`config.mk`:
```
export PLATFORM = sky130hd
export DESIGN_NAME = morse_code_keyer_timing
export DESIGN_NICKNAME = d
export VERILOG_FILES = /design/src/hw/rtl/mck_pkg.sv /design/src/hw/rtl/morse_code_keyer_timing.sv /design/src/hw/rtl/mck_front.sv /design/src/hw/rtl/mck_queue.sv /design/src/hw/rtl/mck_back.sv
export SDC_FILE = /design/constraint.sdc
export NUM_CORES = 1
export LEC_CHECK = 0
export ABC_AREA = 0
export BUFFER_PORTS_ARGS = -buffer_cell sky130_fd_sc_hd__buf_2
export CAP_MARGIN = 5
export CELL_PAD_IN_SITES_DETAIL_PLACEMENT = 1
export CELL_PAD_IN_SITES_GLOBAL_PLACEMENT = 1
export CORE_UTILIZATION = 39
export DETAILED_ROUTE_END_ITERATION = 10
export GPL_TIMING_DRIVEN = 0
export PLACE_DENSITY = 0.84
export SLEW_MARGIN = 20
export SYNTH_ARGS = -nofsm -noshare
export SYNTH_HDL_FRONTEND = slang
export SYNTH_SLANG_ARGS = --single-unit
```
`constraint.sdc`:
```
create_clock -name aclk -period 2.75 [get_ports aclk]
set_input_delay 0.1375 -clock aclk [delete_from_list [all_inputs] [get_ports aclk]]
set_output_delay 0.1375 -clock aclk [all_outputs]
set_load 0.005 [all_outputs]
```
`src/hw/rtl/mck_pkg.sv`:
```
package mck_pkg;

    localparam int TICK_W      = 24;
    localparam int CODE_W      = 8;
    localparam int MAX_ELEMS   = 5;
    localparam int ELEM_IDX_W  = 3;
    localparam int QUEUE_DEPTH = 2;
    localparam int QPTR_W      = (QUEUE_DEPTH > 1) ? $clog2(QUEUE_DEPTH) : 1;
    localparam int QCNT_W      = $clog2(QUEUE_DEPTH + 1);
    localparam int APB_AW      = 5;
    localparam int APB_DW      = 32;
    localparam int M_TDATA_W   = 32;

    // register indexes (byte address = 4 * index)
    localparam logic [2:0] REG_DOT       = 3'd0;
    localparam logic [2:0] REG_DASH      = 3'd1;
    localparam logic [2:0] REG_ELEM_GAP  = 3'd2;
    localparam logic [2:0] REG_CHAR_GAP  = 3'd3;
    localparam logic [2:0] REG_WORD_GAP  = 3'd4;

    localparam logic [TICK_W-1:0] DOT_RST       = 24'd300000;
    localparam logic [TICK_W-1:0] DASH_RST      = 24'd900000;
    localparam logic [TICK_W-1:0] ELEM_GAP_RST  = 24'd300000;
    localparam logic [TICK_W-1:0] CHAR_GAP_RST  = 24'd900000;
    localparam logic [TICK_W-1:0] WORD_GAP_RST  = 24'd2100000;

    typedef struct packed {
        logic [TICK_W-1:0] dot;
        logic [TICK_W-1:0] dash;
        logic [TICK_W-1:0] elem_gap;
        logic [TICK_W-1:0] char_gap;
        logic [TICK_W-1:0] word_gap;
    } cfg_t;

    // one classified character; shape bit i is element i, 1 = dash
    typedef struct packed {
        logic                  unknown;
        logic                  word_end;
        logic [ELEM_IDX_W-1:0] count;
        logic [MAX_ELEMS-1:0]  shape;
    } desc_t;

    function automatic desc_t classify(input logic [CODE_W-1:0] code,
                                       input logic word_end);
        desc_t d;
        d.unknown  = 1'b0;
        d.word_end = word_end;
        d.count    = 3'd0;
        d.shape    = 5'b00000;
        unique case (code)
            "E": begin d.count = 3'd1; d.shape = 5'b00000; end
            "H": begin d.count = 3'd4; d.shape = 5'b00000; end
            "L": begin d.count = 3'd4; d.shape = 5'b00010; end
            "O": begin d.count = 3'd3; d.shape = 5'b00111; end
            "S": begin d.count = 3'd3; d.shape = 5'b00000; end
            "T": begin d.count = 3'd1; d.shape = 5'b00001; end
            "W": begin d.count = 3'd3; d.shape = 5'b00110; end
            "0": begin d.count = 3'd5; d.shape = 5'b11111; end
            "1": begin d.count = 3'd5; d.shape = 5'b11110; end
            "2": begin d.count = 3'd5; d.shape = 5'b11100; end
            "6": begin d.count = 3'd5; d.shape = 5'b00001; end
            default: begin
                d.unknown  = 1'b1;
                d.word_end = 1'b0;
            end
        endcase
        return d;
    endfunction

endpackage

```
`src/hw/rtl/morse_code_keyer_timing.sv`:
```
// Morse keyer timing. Each input transfer carries one ASCII character (tdata)
// and an end-of-word flag (tlast); the block answers with the character's
// keying as timed LED segments, one output transfer per segment: a mark of
// dot or dash length for each element, then a gap of element_gap_ticks, the
// final gap being char_gap_ticks, or word_gap_ticks when the word ends there
// (taken as the whole off time). tlast marks the final segment of a
// character. Only E H L O S T W 0 1 2 6 are encoded; any other code yields a
// single zero-length off segment with tuser (unknown) and tlast set.
// Rate: an encoded character of n elements occupies the output for 2n
// segments (2 to 10), an unknown one a single segment; the segment sequencer
// emits one per cycle unless m_tready stalls it. Inputs are taken one
// per cycle until the two-entry descriptor queue and the sequencer's current
// character are occupied. Timing registers sit on an APB port at byte
// addresses 0x00..0x10 and should only be written while the block is idle.
module morse_code_keyer_timing (
    input  logic                          aclk,
    input  logic                          aresetn,
    // input channel
    input  logic                          s_tvalid,
    output logic                          s_tready,
    input  logic [mck_pkg::CODE_W-1:0]    s_tdata,   // [7:0] char_code
    input  logic                          s_tlast,   // word_end
    // segment channel
    output logic                          m_tvalid,
    input  logic                          m_tready,
    output logic [mck_pkg::M_TDATA_W-1:0] m_tdata,   // [0] led_on, [24:1] duration
    output logic                          m_tlast,   // last segment of character
    output logic                          m_tuser,   // [0] unknown
    // configuration
    input  logic                          psel,
    input  logic                          penable,
    input  logic                          pwrite,
    input  logic [mck_pkg::APB_AW-1:0]    paddr,
    input  logic [mck_pkg::APB_DW-1:0]    pwdata,
    output logic [mck_pkg::APB_DW-1:0]    prdata,
    output logic                          pready
);

    mck_pkg::cfg_t   cfg_reg;
    logic            cfg_wr;
    logic [2:0]      reg_idx;

    logic            q_full, q_wr, q_rd, q_valid;
    mck_pkg::desc_t  q_wdata, q_rdata;

    // ---- configuration registers ----
    assign pready  = 1'b1;
    assign reg_idx = paddr[4:2];
    assign cfg_wr  = psel && penable && pwrite && pready;

    always_ff @(posedge aclk) begin
        if (!aresetn) begin
            cfg_reg.dot      <= mck_pkg::DOT_RST;
            cfg_reg.dash     <= mck_pkg::DASH_RST;
            cfg_reg.elem_gap <= mck_pkg::ELEM_GAP_RST;
            cfg_reg.char_gap <= mck_pkg::CHAR_GAP_RST;
            cfg_reg.word_gap <= mck_pkg::WORD_GAP_RST;
        end else if (cfg_wr) begin
            case (reg_idx)
                mck_pkg::REG_DOT:      cfg_reg.dot      <= pwdata[mck_pkg::TICK_W-1:0];
                mck_pkg::REG_DASH:     cfg_reg.dash     <= pwdata[mck_pkg::TICK_W-1:0];
                mck_pkg::REG_ELEM_GAP: cfg_reg.elem_gap <= pwdata[mck_pkg::TICK_W-1:0];
                mck_pkg::REG_CHAR_GAP: cfg_reg.char_gap <= pwdata[mck_pkg::TICK_W-1:0];
                mck_pkg::REG_WORD_GAP: cfg_reg.word_gap <= pwdata[mck_pkg::TICK_W-1:0];
                default: ;  // unmapped: write dropped
            endcase
        end
    end

    always_comb begin
        prdata = '0;
        case (reg_idx)
            mck_pkg::REG_DOT:      prdata[mck_pkg::TICK_W-1:0] = cfg_reg.dot;
            mck_pkg::REG_DASH:     prdata[mck_pkg::TICK_W-1:0] = cfg_reg.dash;
            mck_pkg::REG_ELEM_GAP: prdata[mck_pkg::TICK_W-1:0] = cfg_reg.elem_gap;
            mck_pkg::REG_CHAR_GAP: prdata[mck_pkg::TICK_W-1:0] = cfg_reg.char_gap;
            mck_pkg::REG_WORD_GAP: prdata[mck_pkg::TICK_W-1:0] = cfg_reg.word_gap;
            default:               prdata = '0;
        endcase
    end

    // ---- front: classify the character ----
    mck_front u_front (
        .s_tvalid (s_tvalid),
        .s_tready (s_tready),
        .s_tdata  (s_tdata),
        .s_tlast  (s_tlast),
        .q_full   (q_full),
        .q_wr     (q_wr),
        .q_wdata  (q_wdata)
    );

    // ---- descriptor queue ----
    mck_queue u_queue (
        .aclk    (aclk),
        .aresetn (aresetn),
        .wr      (q_wr),
        .wdata   (q_wdata),
        .full    (q_full),
        .rd      (q_rd),
        .rvalid  (q_valid),
        .rdata   (q_rdata)
    );

    // ---- back: segment sequencer and output register ----
    mck_back u_back (
        .aclk     (aclk),
        .aresetn  (aresetn),
        .cfg      (cfg_reg),
        .q_valid  (q_valid),
        .q_data   (q_rdata),
        .q_rd     (q_rd),
        .m_tvalid (m_tvalid),
        .m_tready (m_tready),
        .m_tdata  (m_tdata),
        .m_tlast  (m_tlast),
        .m_tuser  (m_tuser)
    );

endmodule

```
`src/hw/rtl/mck_front.sv`:
```
module mck_front (
    input  logic                        s_tvalid,
    output logic                        s_tready,
    input  logic [mck_pkg::CODE_W-1:0]  s_tdata,
    input  logic                        s_tlast,
    input  logic                        q_full,
    output logic                        q_wr,
    output mck_pkg::desc_t              q_wdata
);

    // glyph table lookup, straight into the queue
    assign s_tready = !q_full;
    assign q_wr     = s_tvalid && !q_full;
    assign q_wdata  = mck_pkg::classify(s_tdata, s_tlast);

endmodule

```
`src/hw/rtl/mck_queue.sv`:
```
module mck_queue (
    input  logic            aclk,
    input  logic            aresetn,
    input  logic            wr,
    input  mck_pkg::desc_t  wdata,
    output logic            full,
    input  logic            rd,
    output logic            rvalid,
    output mck_pkg::desc_t  rdata
);

    mck_pkg::desc_t                  mem_reg [mck_pkg::QUEUE_DEPTH];
    logic [mck_pkg::QPTR_W-1:0]      wptr_reg, wptr_next;
    logic [mck_pkg::QPTR_W-1:0]      rptr_reg, rptr_next;
    logic [mck_pkg::QCNT_W-1:0]      cnt_reg, cnt_next;

    localparam logic [mck_pkg::QPTR_W-1:0] LAST_PTR = mck_pkg::QPTR_W'(mck_pkg::QUEUE_DEPTH - 1);
    localparam logic [mck_pkg::QCNT_W-1:0] FULL_CNT = mck_pkg::QCNT_W'(mck_pkg::QUEUE_DEPTH);

    assign full   = (cnt_reg == FULL_CNT);
    assign rvalid = (cnt_reg != '0);
    assign rdata  = mem_reg[rptr_reg];

    always_comb begin
        wptr_next = wptr_reg;
        rptr_next = rptr_reg;
        cnt_next  = cnt_reg;
        if (wr) begin
            wptr_next = (wptr_reg == LAST_PTR) ? '0 : wptr_reg + 1'b1;
        end
        if (rd) begin
            rptr_next = (rptr_reg == LAST_PTR) ? '0 : rptr_reg + 1'b1;
        end
        if (wr && !rd) begin
            cnt_next = cnt_reg + 1'b1;
        end else if (rd && !wr) begin
            cnt_next = cnt_reg - 1'b1;
        end
    end

    always_ff @(posedge aclk) begin
        if (!aresetn) begin
            wptr_reg <= '0;
            rptr_reg <= '0;
            cnt_reg  <= '0;
        end else begin
            wptr_reg <= wptr_next;
            rptr_reg <= rptr_next;
            cnt_reg  <= cnt_next;
        end
    end

    always_ff @(posedge aclk) begin
        if (wr) begin
            mem_reg[wptr_reg] <= wdata;
        end
    end

endmodule

```
`src/hw/rtl/mck_back.sv`:
```
module mck_back (
    input  logic                          aclk,
    input  logic                          aresetn,
    input  mck_pkg::cfg_t                 cfg,
    input  logic                          q_valid,
    input  mck_pkg::desc_t                q_data,
    output logic                          q_rd,
    output logic                          m_tvalid,
    input  logic                          m_tready,
    output logic [mck_pkg::M_TDATA_W-1:0] m_tdata,
    output logic                          m_tlast,
    output logic                          m_tuser
);

    mck_pkg::desc_t                     cur_reg;
    logic                               cur_valid_reg, cur_valid_next;
    logic [mck_pkg::ELEM_IDX_W-1:0]     idx_reg, idx_next;
    logic                               gap_reg, gap_next;

    logic                               out_valid_reg, out_valid_next;
    logic                               out_led_reg;
    logic [mck_pkg::TICK_W-1:0]         out_dur_reg;
    logic                               out_last_reg;
    logic                               out_unk_reg;

    logic                               emit, final_elem, seg_last;
    logic                               seg_led;
    logic [mck_pkg::TICK_W-1:0]         seg_dur;

    assign emit       = cur_valid_reg && (!out_valid_reg || m_tready);
    assign final_elem = (idx_reg == cur_reg.count - 1'b1);
    assign seg_last   = cur_reg.unknown || (gap_reg && final_elem);
    assign q_rd       = q_valid && (!cur_valid_reg || (emit && seg_last));

    always_comb begin
        seg_led = 1'b0;
        seg_dur = '0;
        if (cur_reg.unknown) begin
            seg_led = 1'b0;
            seg_dur = '0;
        end else if (!gap_reg) begin
            seg_led = 1'b1;
            seg_dur = cur_reg.shape[idx_reg] ? cfg.dash : cfg.dot;
        end else if (final_elem) begin
            seg_dur = cur_reg.word_end ? cfg.word_gap : cfg.char_gap;
        end else begin
            seg_dur = cfg.elem_gap;
        end
    end

    always_comb begin
        cur_valid_next = cur_valid_reg;
        idx_next       = idx_reg;
        gap_next       = gap_reg;
        out_valid_next = out_valid_reg;
        if (m_tready) begin
            out_valid_next = 1'b0;
        end
        if (emit) begin
            out_valid_next = 1'b1;
            if (seg_last) begin
                cur_valid_next = 1'b0;
            end else if (gap_reg) begin
                idx_next = idx_reg + 1'b1;
                gap_next = 1'b0;
            end else begin
                gap_next = 1'b1;
            end
        end
        if (q_rd) begin
            cur_valid_next = 1'b1;
            idx_next       = '0;
            gap_next       = 1'b0;
        end
    end

    always_ff @(posedge aclk) begin
        if (!aresetn) begin
            cur_valid_reg <= 1'b0;
            idx_reg       <= '0;
            gap_reg       <= 1'b0;
            out_valid_reg <= 1'b0;
        end else begin
            cur_valid_reg <= cur_valid_next;
            idx_reg       <= idx_next;
            gap_reg       <= gap_next;
            out_valid_reg <= out_valid_next;
        end
    end

    always_ff @(posedge aclk) begin
        if (q_rd) begin
            cur_reg <= q_data;
        end
        if (emit) begin
            out_led_reg  <= seg_led;
            out_dur_reg  <= seg_dur;
            out_last_reg <= seg_last;
            out_unk_reg  <= cur_reg.unknown;
        end
    end

    assign m_tvalid = out_valid_reg;
    assign m_tdata  = {{(mck_pkg::M_TDATA_W - mck_pkg::TICK_W - 1){1'b0}},
                       out_dur_reg, out_led_reg};
    assign m_tlast  = out_last_reg;
    assign m_tuser  = out_unk_reg;

endmodule

```
==> run_summary.xml <==
<?xml version="1.0" encoding="UTF-8"?>
<metrics>
  <group name="run_status">
    <metric name="run_status" unit="">finished with violations</metric>
    <metric name="violations_in_the_final_reports" unit="">design-rule violations</metric>
  </group>
  <group name="setup_path">
    <metric name="worstPathMaxFanout" unit="">10</metric>
    <metric name="worstSetupStartpointType" unit="">input port</metric>
    <metric name="path_buf_inv" unit="">3</metric>
    <metric name="critical-path-max-stage-delay" unit="ns">0.95</metric>
    <metric name="cp_cell_sequence" unit="">buf_2 -&gt; nor3_1 -&gt; clkbuf_1 -&gt; a221o_1 -&gt; buf_2</metric>
    <metric name="cpLargestDelayFamily" unit="">buffers and inverters</metric>
    <metric name="worstPathRequired" unit="ns">2.61</metric>
    <metric name="worst_r2r_startpoint" unit="">u_back.cur_reg[5]$_DFFE_PP_</metric>
    <metric name="crit_path_cell_count" unit="">5</metric>
    <metric name="crit_slowest_cell" unit="">sky130_fd_sc_hd__nor3_1</metric>
    <metric name="r2r.worst_path.cells" unit="">8</metric>
    <metric name="startpoint_to_endpoint_class_of_the_critical_path" unit="">in -&gt; out</metric>
    <metric name="critical_path_arrival" unit="ns">2.55</metric>
    <metric name="worst_setup_path_startpoint" unit="">paddr[4]</metric>
    <metric name="worst_setup_path_end_kind" unit="">primary output</metric>
    <metric name="cpMostUsedCell" unit="">sky130_fd_sc_hd__buf_2</metric>
  </group>
  <group name="detailed_routing">
    <metric name="routed-wl-met2" unit="mm">15.3</metric>
    <metric name="via_per_inst" unit="">5.88</metric>
    <metric name="initialDrtViolationCount" unit="">728</metric>
    <metric name="met1_layer_wirelength_in_the_final_routing" unit="mm">13.1</metric>
    <metric name="route.detailed.drc" unit="">16</metric>
    <metric name="antenna_violating_nets_post_route" unit="">0</metric>
    <metric name="route.vias.total" unit="">8204</metric>
    <metric name="dr.max_layer_used" unit="">met4</metric>
    <metric name="detailroute.wirelength.met3" unit="mm">2.30</metric>
    <metric name="drt-total-wl" unit="mm">32.4</metric>
    <metric name="drt_first_pass_iters" unit="">10</metric>
    <metric name="post_drt_wl_per_cell" unit="µm">23.2</metric>
  </group>
  <group name="global_route">
    <metric name="grt_pass1_vias" unit="">8484</metric>
    <metric name="grt_pass1_wl" unit="mm">49.1</metric>
    <metric name="grt_max_degree" unit="">19</metric>
    <metric name="antenna_found_initial" unit="">1</metric>
    <metric name="grt_util_all_layers" unit="%">28.0</metric>
    <metric name="global_route.overflow_total" unit="">0</metric>
  </group>
  <group name="synthesis">
    <metric name="ys.flop_type" unit="">sky130_fd_sc_hd__dfxtp_1</metric>
    <metric name="yosys_warnings" unit="">0</metric>
    <metric name="ys_seq_area_share" unit="%">47.7</metric>
    <metric name="synth-async-reset-ratio" unit="%">0</metric>
    <metric name="netlist_instances" unit="">955</metric>
    <metric name="yosys_register_bits" unit="">184</metric>
    <metric name="synth-edff-count" unit="">54</metric>
    <metric name="netlist.area_leader.share" unit="%">29.4</metric>
    <metric name="mappedNetlistArea" unit="µm²">8860</metric>
    <metric name="synth_top_cells_by_area" unit="">sky130_fd_sc_hd__dfxtp_1 (29%), sky130_fd_sc_hd__edfxtp_1 (18%), sky130_fd_sc_hd__nand2_1 (12%)</metric>
    <metric name="synthDistinctLibCells" unit="">48</metric>
    <metric name="postSynthAreaPerCell" unit="µm²">9.28</metric>
    <metric name="synth_top_cell_by_area" unit="">sky130_fd_sc_hd__dfxtp_1</metric>
  </group>
  <group name="floorplanning">
    <metric name="core-area" unit="µm²">22000</metric>
    <metric name="floorplan.die_area" unit="µm²">23300</metric>
    <metric name="floorplan.initialDensity" unit="%">40.2</metric>
    <metric name="fp.dieW" unit="µm">153</metric>
    <metric name="die_height" unit="µm">153</metric>
    <metric name="floorplan.rows" unit="">54</metric>
    <metric name="io_pins" unit="">122</metric>
  </group>
  <group name="power_and_ir_drop">
    <metric name="power.share.sequential" unit="%">41.3</metric>
    <metric name="cellLeakagePower" unit="nW">4.16</metric>
    <metric name="max-vdd-ir-drop" unit="V">0.000375</metric>
    <metric name="power_frac_comb" unit="%">25.4</metric>
    <metric name="power_per_cell_area" unit="nW/µm²">738</metric>
    <metric name="netSwitchingPower" unit="mW">2.46</metric>
    <metric name="cell_internal_pwr" unit="mW">5.35</metric>
    <metric name="power.share.clock" unit="%">33.3</metric>
    <metric name="power_switching_share" unit="%">31.5</metric>
  </group>
  <group name="clocking">
    <metric name="worstSkewPairLatency" unit="ns">0.44</metric>
    <metric name="cts_max_level" unit="">4</metric>
    <metric name="max-clock-path-buffers" unit="">2</metric>
    <metric name="cts-buffers-inserted" unit="">17</metric>
    <metric name="tritoncts" unit="">built</metric>
    <metric name="clock_sink_count" unit="">184</metric>
    <metric name="clkSlewWorstSetupHoldPaths" unit="ns">0.07</metric>
    <metric name="ctsRootBufferMaster" unit="">sky130_fd_sc_hd__clkbuf_16</metric>
  </group>
  <group name="job">
    <metric name="cap_viol_max_count" unit="">0</metric>
  </group>
  <group name="finish">
    <metric name="final_layout_size_suffix_gt1_share" unit="%">18.4</metric>
    <metric name="synthToLayoutAreaGrowth" unit="%">19.5</metric>
    <metric name="largest_register_ff_count" unit="">120</metric>
    <metric name="nNetsFinal" unit="">1158</metric>
  </group>
  <group name="worst_hold_path">
    <metric name="hp-class" unit="">in -&gt; reg</metric>
    <metric name="hold_path_startpoint" unit="">pwdata[1]</metric>
    <metric name="worst_hold_path.num_cells" unit="">3</metric>
  </group>
  <group name="timing">
    <metric name="timing.final.hold_violations" unit="">0</metric>
    <metric name="tightestPinTransition" unit="ns">1.16</metric>
    <metric name="skew" unit="ns">0.0112</metric>
    <metric name="slew_violations" unit="">0</metric>
    <metric name="fin_crit_sh" unit="%">97.6</metric>
    <metric name="timing.final.setup_violations" unit="">0</metric>
    <metric name="slew_headroom" unit="%">22.1</metric>
    <metric name="period_minus_slack" unit="ns">2.68</metric>
    <metric name="timing.final.ws_setup" unit="ns">0.0664</metric>
    <metric name="setup-tns-final" unit="ns">0</metric>
    <metric name="fmax" unit="MHz">373</metric>
  </group>
  <group name="place">
    <metric name="pre_cts_slack" unit="ns">-0.523</metric>
    <metric name="place.port_buffers" unit="">91</metric>
    <metric name="globalplace.congestion" unit="">0.880</metric>
    <metric name="dp_hpwl" unit="mm">21.4</metric>
  </group>
</metrics>
-- worst min-delay path, cell delays in order --
cell,delay [ns]
sky130_fd_sc_hd__buf_2,0.14
sky130_fd_sc_hd__nand2_1,0.06
sky130_fd_sc_hd__a21boi_0,0.07
-- repair_timing --
| action | 4_1_cts | 5_1_grt |
|---|---|---|
| hold buffers | 16 | 0 |
| pin swaps | 1 | 1 |
| endpoints found under the setup margin | 2 | 2 |
| hold endpoints to repair | 53 | 0 |
| setup buffers | 0 | 6 |
| resized for setup | 2 | 1 |
-- logic make-up after synthesis --
logic type / synth area share [%]
simple gates: 18.2
buf+inv: 5.30
flops: 47.7
fa+ha+maj: 0.424
xor+xnor: 0.946
other cells: 0.0848
compound gates: 14.4
mux: 13.0
-- routing by layer --
layer / track usage (%) / vias up
li1: - / 3600
met1: 34.1 / 4068
met2: 46.7 / 409
met3: 4.18 / 127
met4: 17.1 / 0
met5: 0 / -
-- worst paths after layout --
path | endpoint | slack (ns)
min reg2reg | cfg_reg[22]$_SDFFE_PN0P_ | 0.48
min | cfg_reg[73]$_SDFFE_PN0P_ | 0.007
max reg2reg | u_back.out_dur_reg[10]$_SDFFCE_PP0P_ | 0.13
max | prdata[4] | 0.07
-- synthesized netlist by cell type (8+ instances only) --
master and n:
sky130_fd_sc_hd__a21boi_0 73, sky130_fd_sc_hd__a21boi_1 8, sky130_fd_sc_hd__a221o_1 23, sky130_fd_sc_hd__buf_2 12
sky130_fd_sc_hd__buf_4 18, sky130_fd_sc_hd__clkbuf_1 53, sky130_fd_sc_hd__dfxtp_1 130, sky130_fd_sc_hd__edfxtp_1 54
sky130_fd_sc_hd__inv_1 11, sky130_fd_sc_hd__mux2_2 33, sky130_fd_sc_hd__mux2i_1 73, sky130_fd_sc_hd__nand2_1 275
sky130_fd_sc_hd__nand3_1 50, sky130_fd_sc_hd__o21ai_0 30, sky130_fd_sc_hd__o22ai_1 26
-- metrics by stage --
| stage | hold WS, ns | utilization [%] | cell area (µm²) | cells | power, mW |
|---|---|---|---|---|---|
| floorplan | 0.261 | - | 8910 | 969 | 4.40 |
| global placement | 0.424 | 44.1 | 9720 | 1340 | 4.99 |
| detailed placement | 0.437 | 44.2 | 9750 | 1341 | 5.10 |
| CTS | 0.0000549 | 47.8 | 10500 | 1389 | 7.68 |
| global route | 0.00958 | 48.0 | 10600 | 1395 | 8.04 |
| finish | 0.00686 | 48.1 | 10600 | 1396 | 7.81 |
-- placed cells by master (no fill, tap or decap), drive strengths merged, types with 2 or more instances in the layout --
cell	count
edfxtp	54
clkinv	5
inv	18
nand3b	2
clkbuf	70
nor2	5
bufinv	2
conb	16
a221o	23
mux2	33
nand4b	2
xnor2	4
dlygate4sd3	16
dfxtp	130
nor3b	3
a21boi	81
and3	4
mux2i	73
o2bb2ai	2
ha	3
nor2b	7
o22ai	26
o21ai	30
mux4	2
nand2b	7
xor2	3
a21oi	8
nor3	5
and2	7
or3	3
nand3	50
nand2	275
nand4	3
buf	131
-- layout make-up --
class	count	area (µm²)
buffer	86	428
antenna	1	2.50
clock inverter	15	185
timing repair buffer	114	688
clock buffer	17	425
tap	280	350
fill	2590	11400
sequential	184	4220
inverter	11	41.3
multi-input combinational	688	4240
-- power groups by stage --
stage	clock network, mW	registers (mW)	logic, mW
after floorplan	0	3.27	1.14
after global placement	0	3.27	1.72
after detailed placement	0	3.29	1.80
after CTS	2.59	3.23	1.87
after global routing	2.69	3.26	2.09
final	2.60	3.23	1.98
No activity file was read; power rests on OpenSTA's default activity.
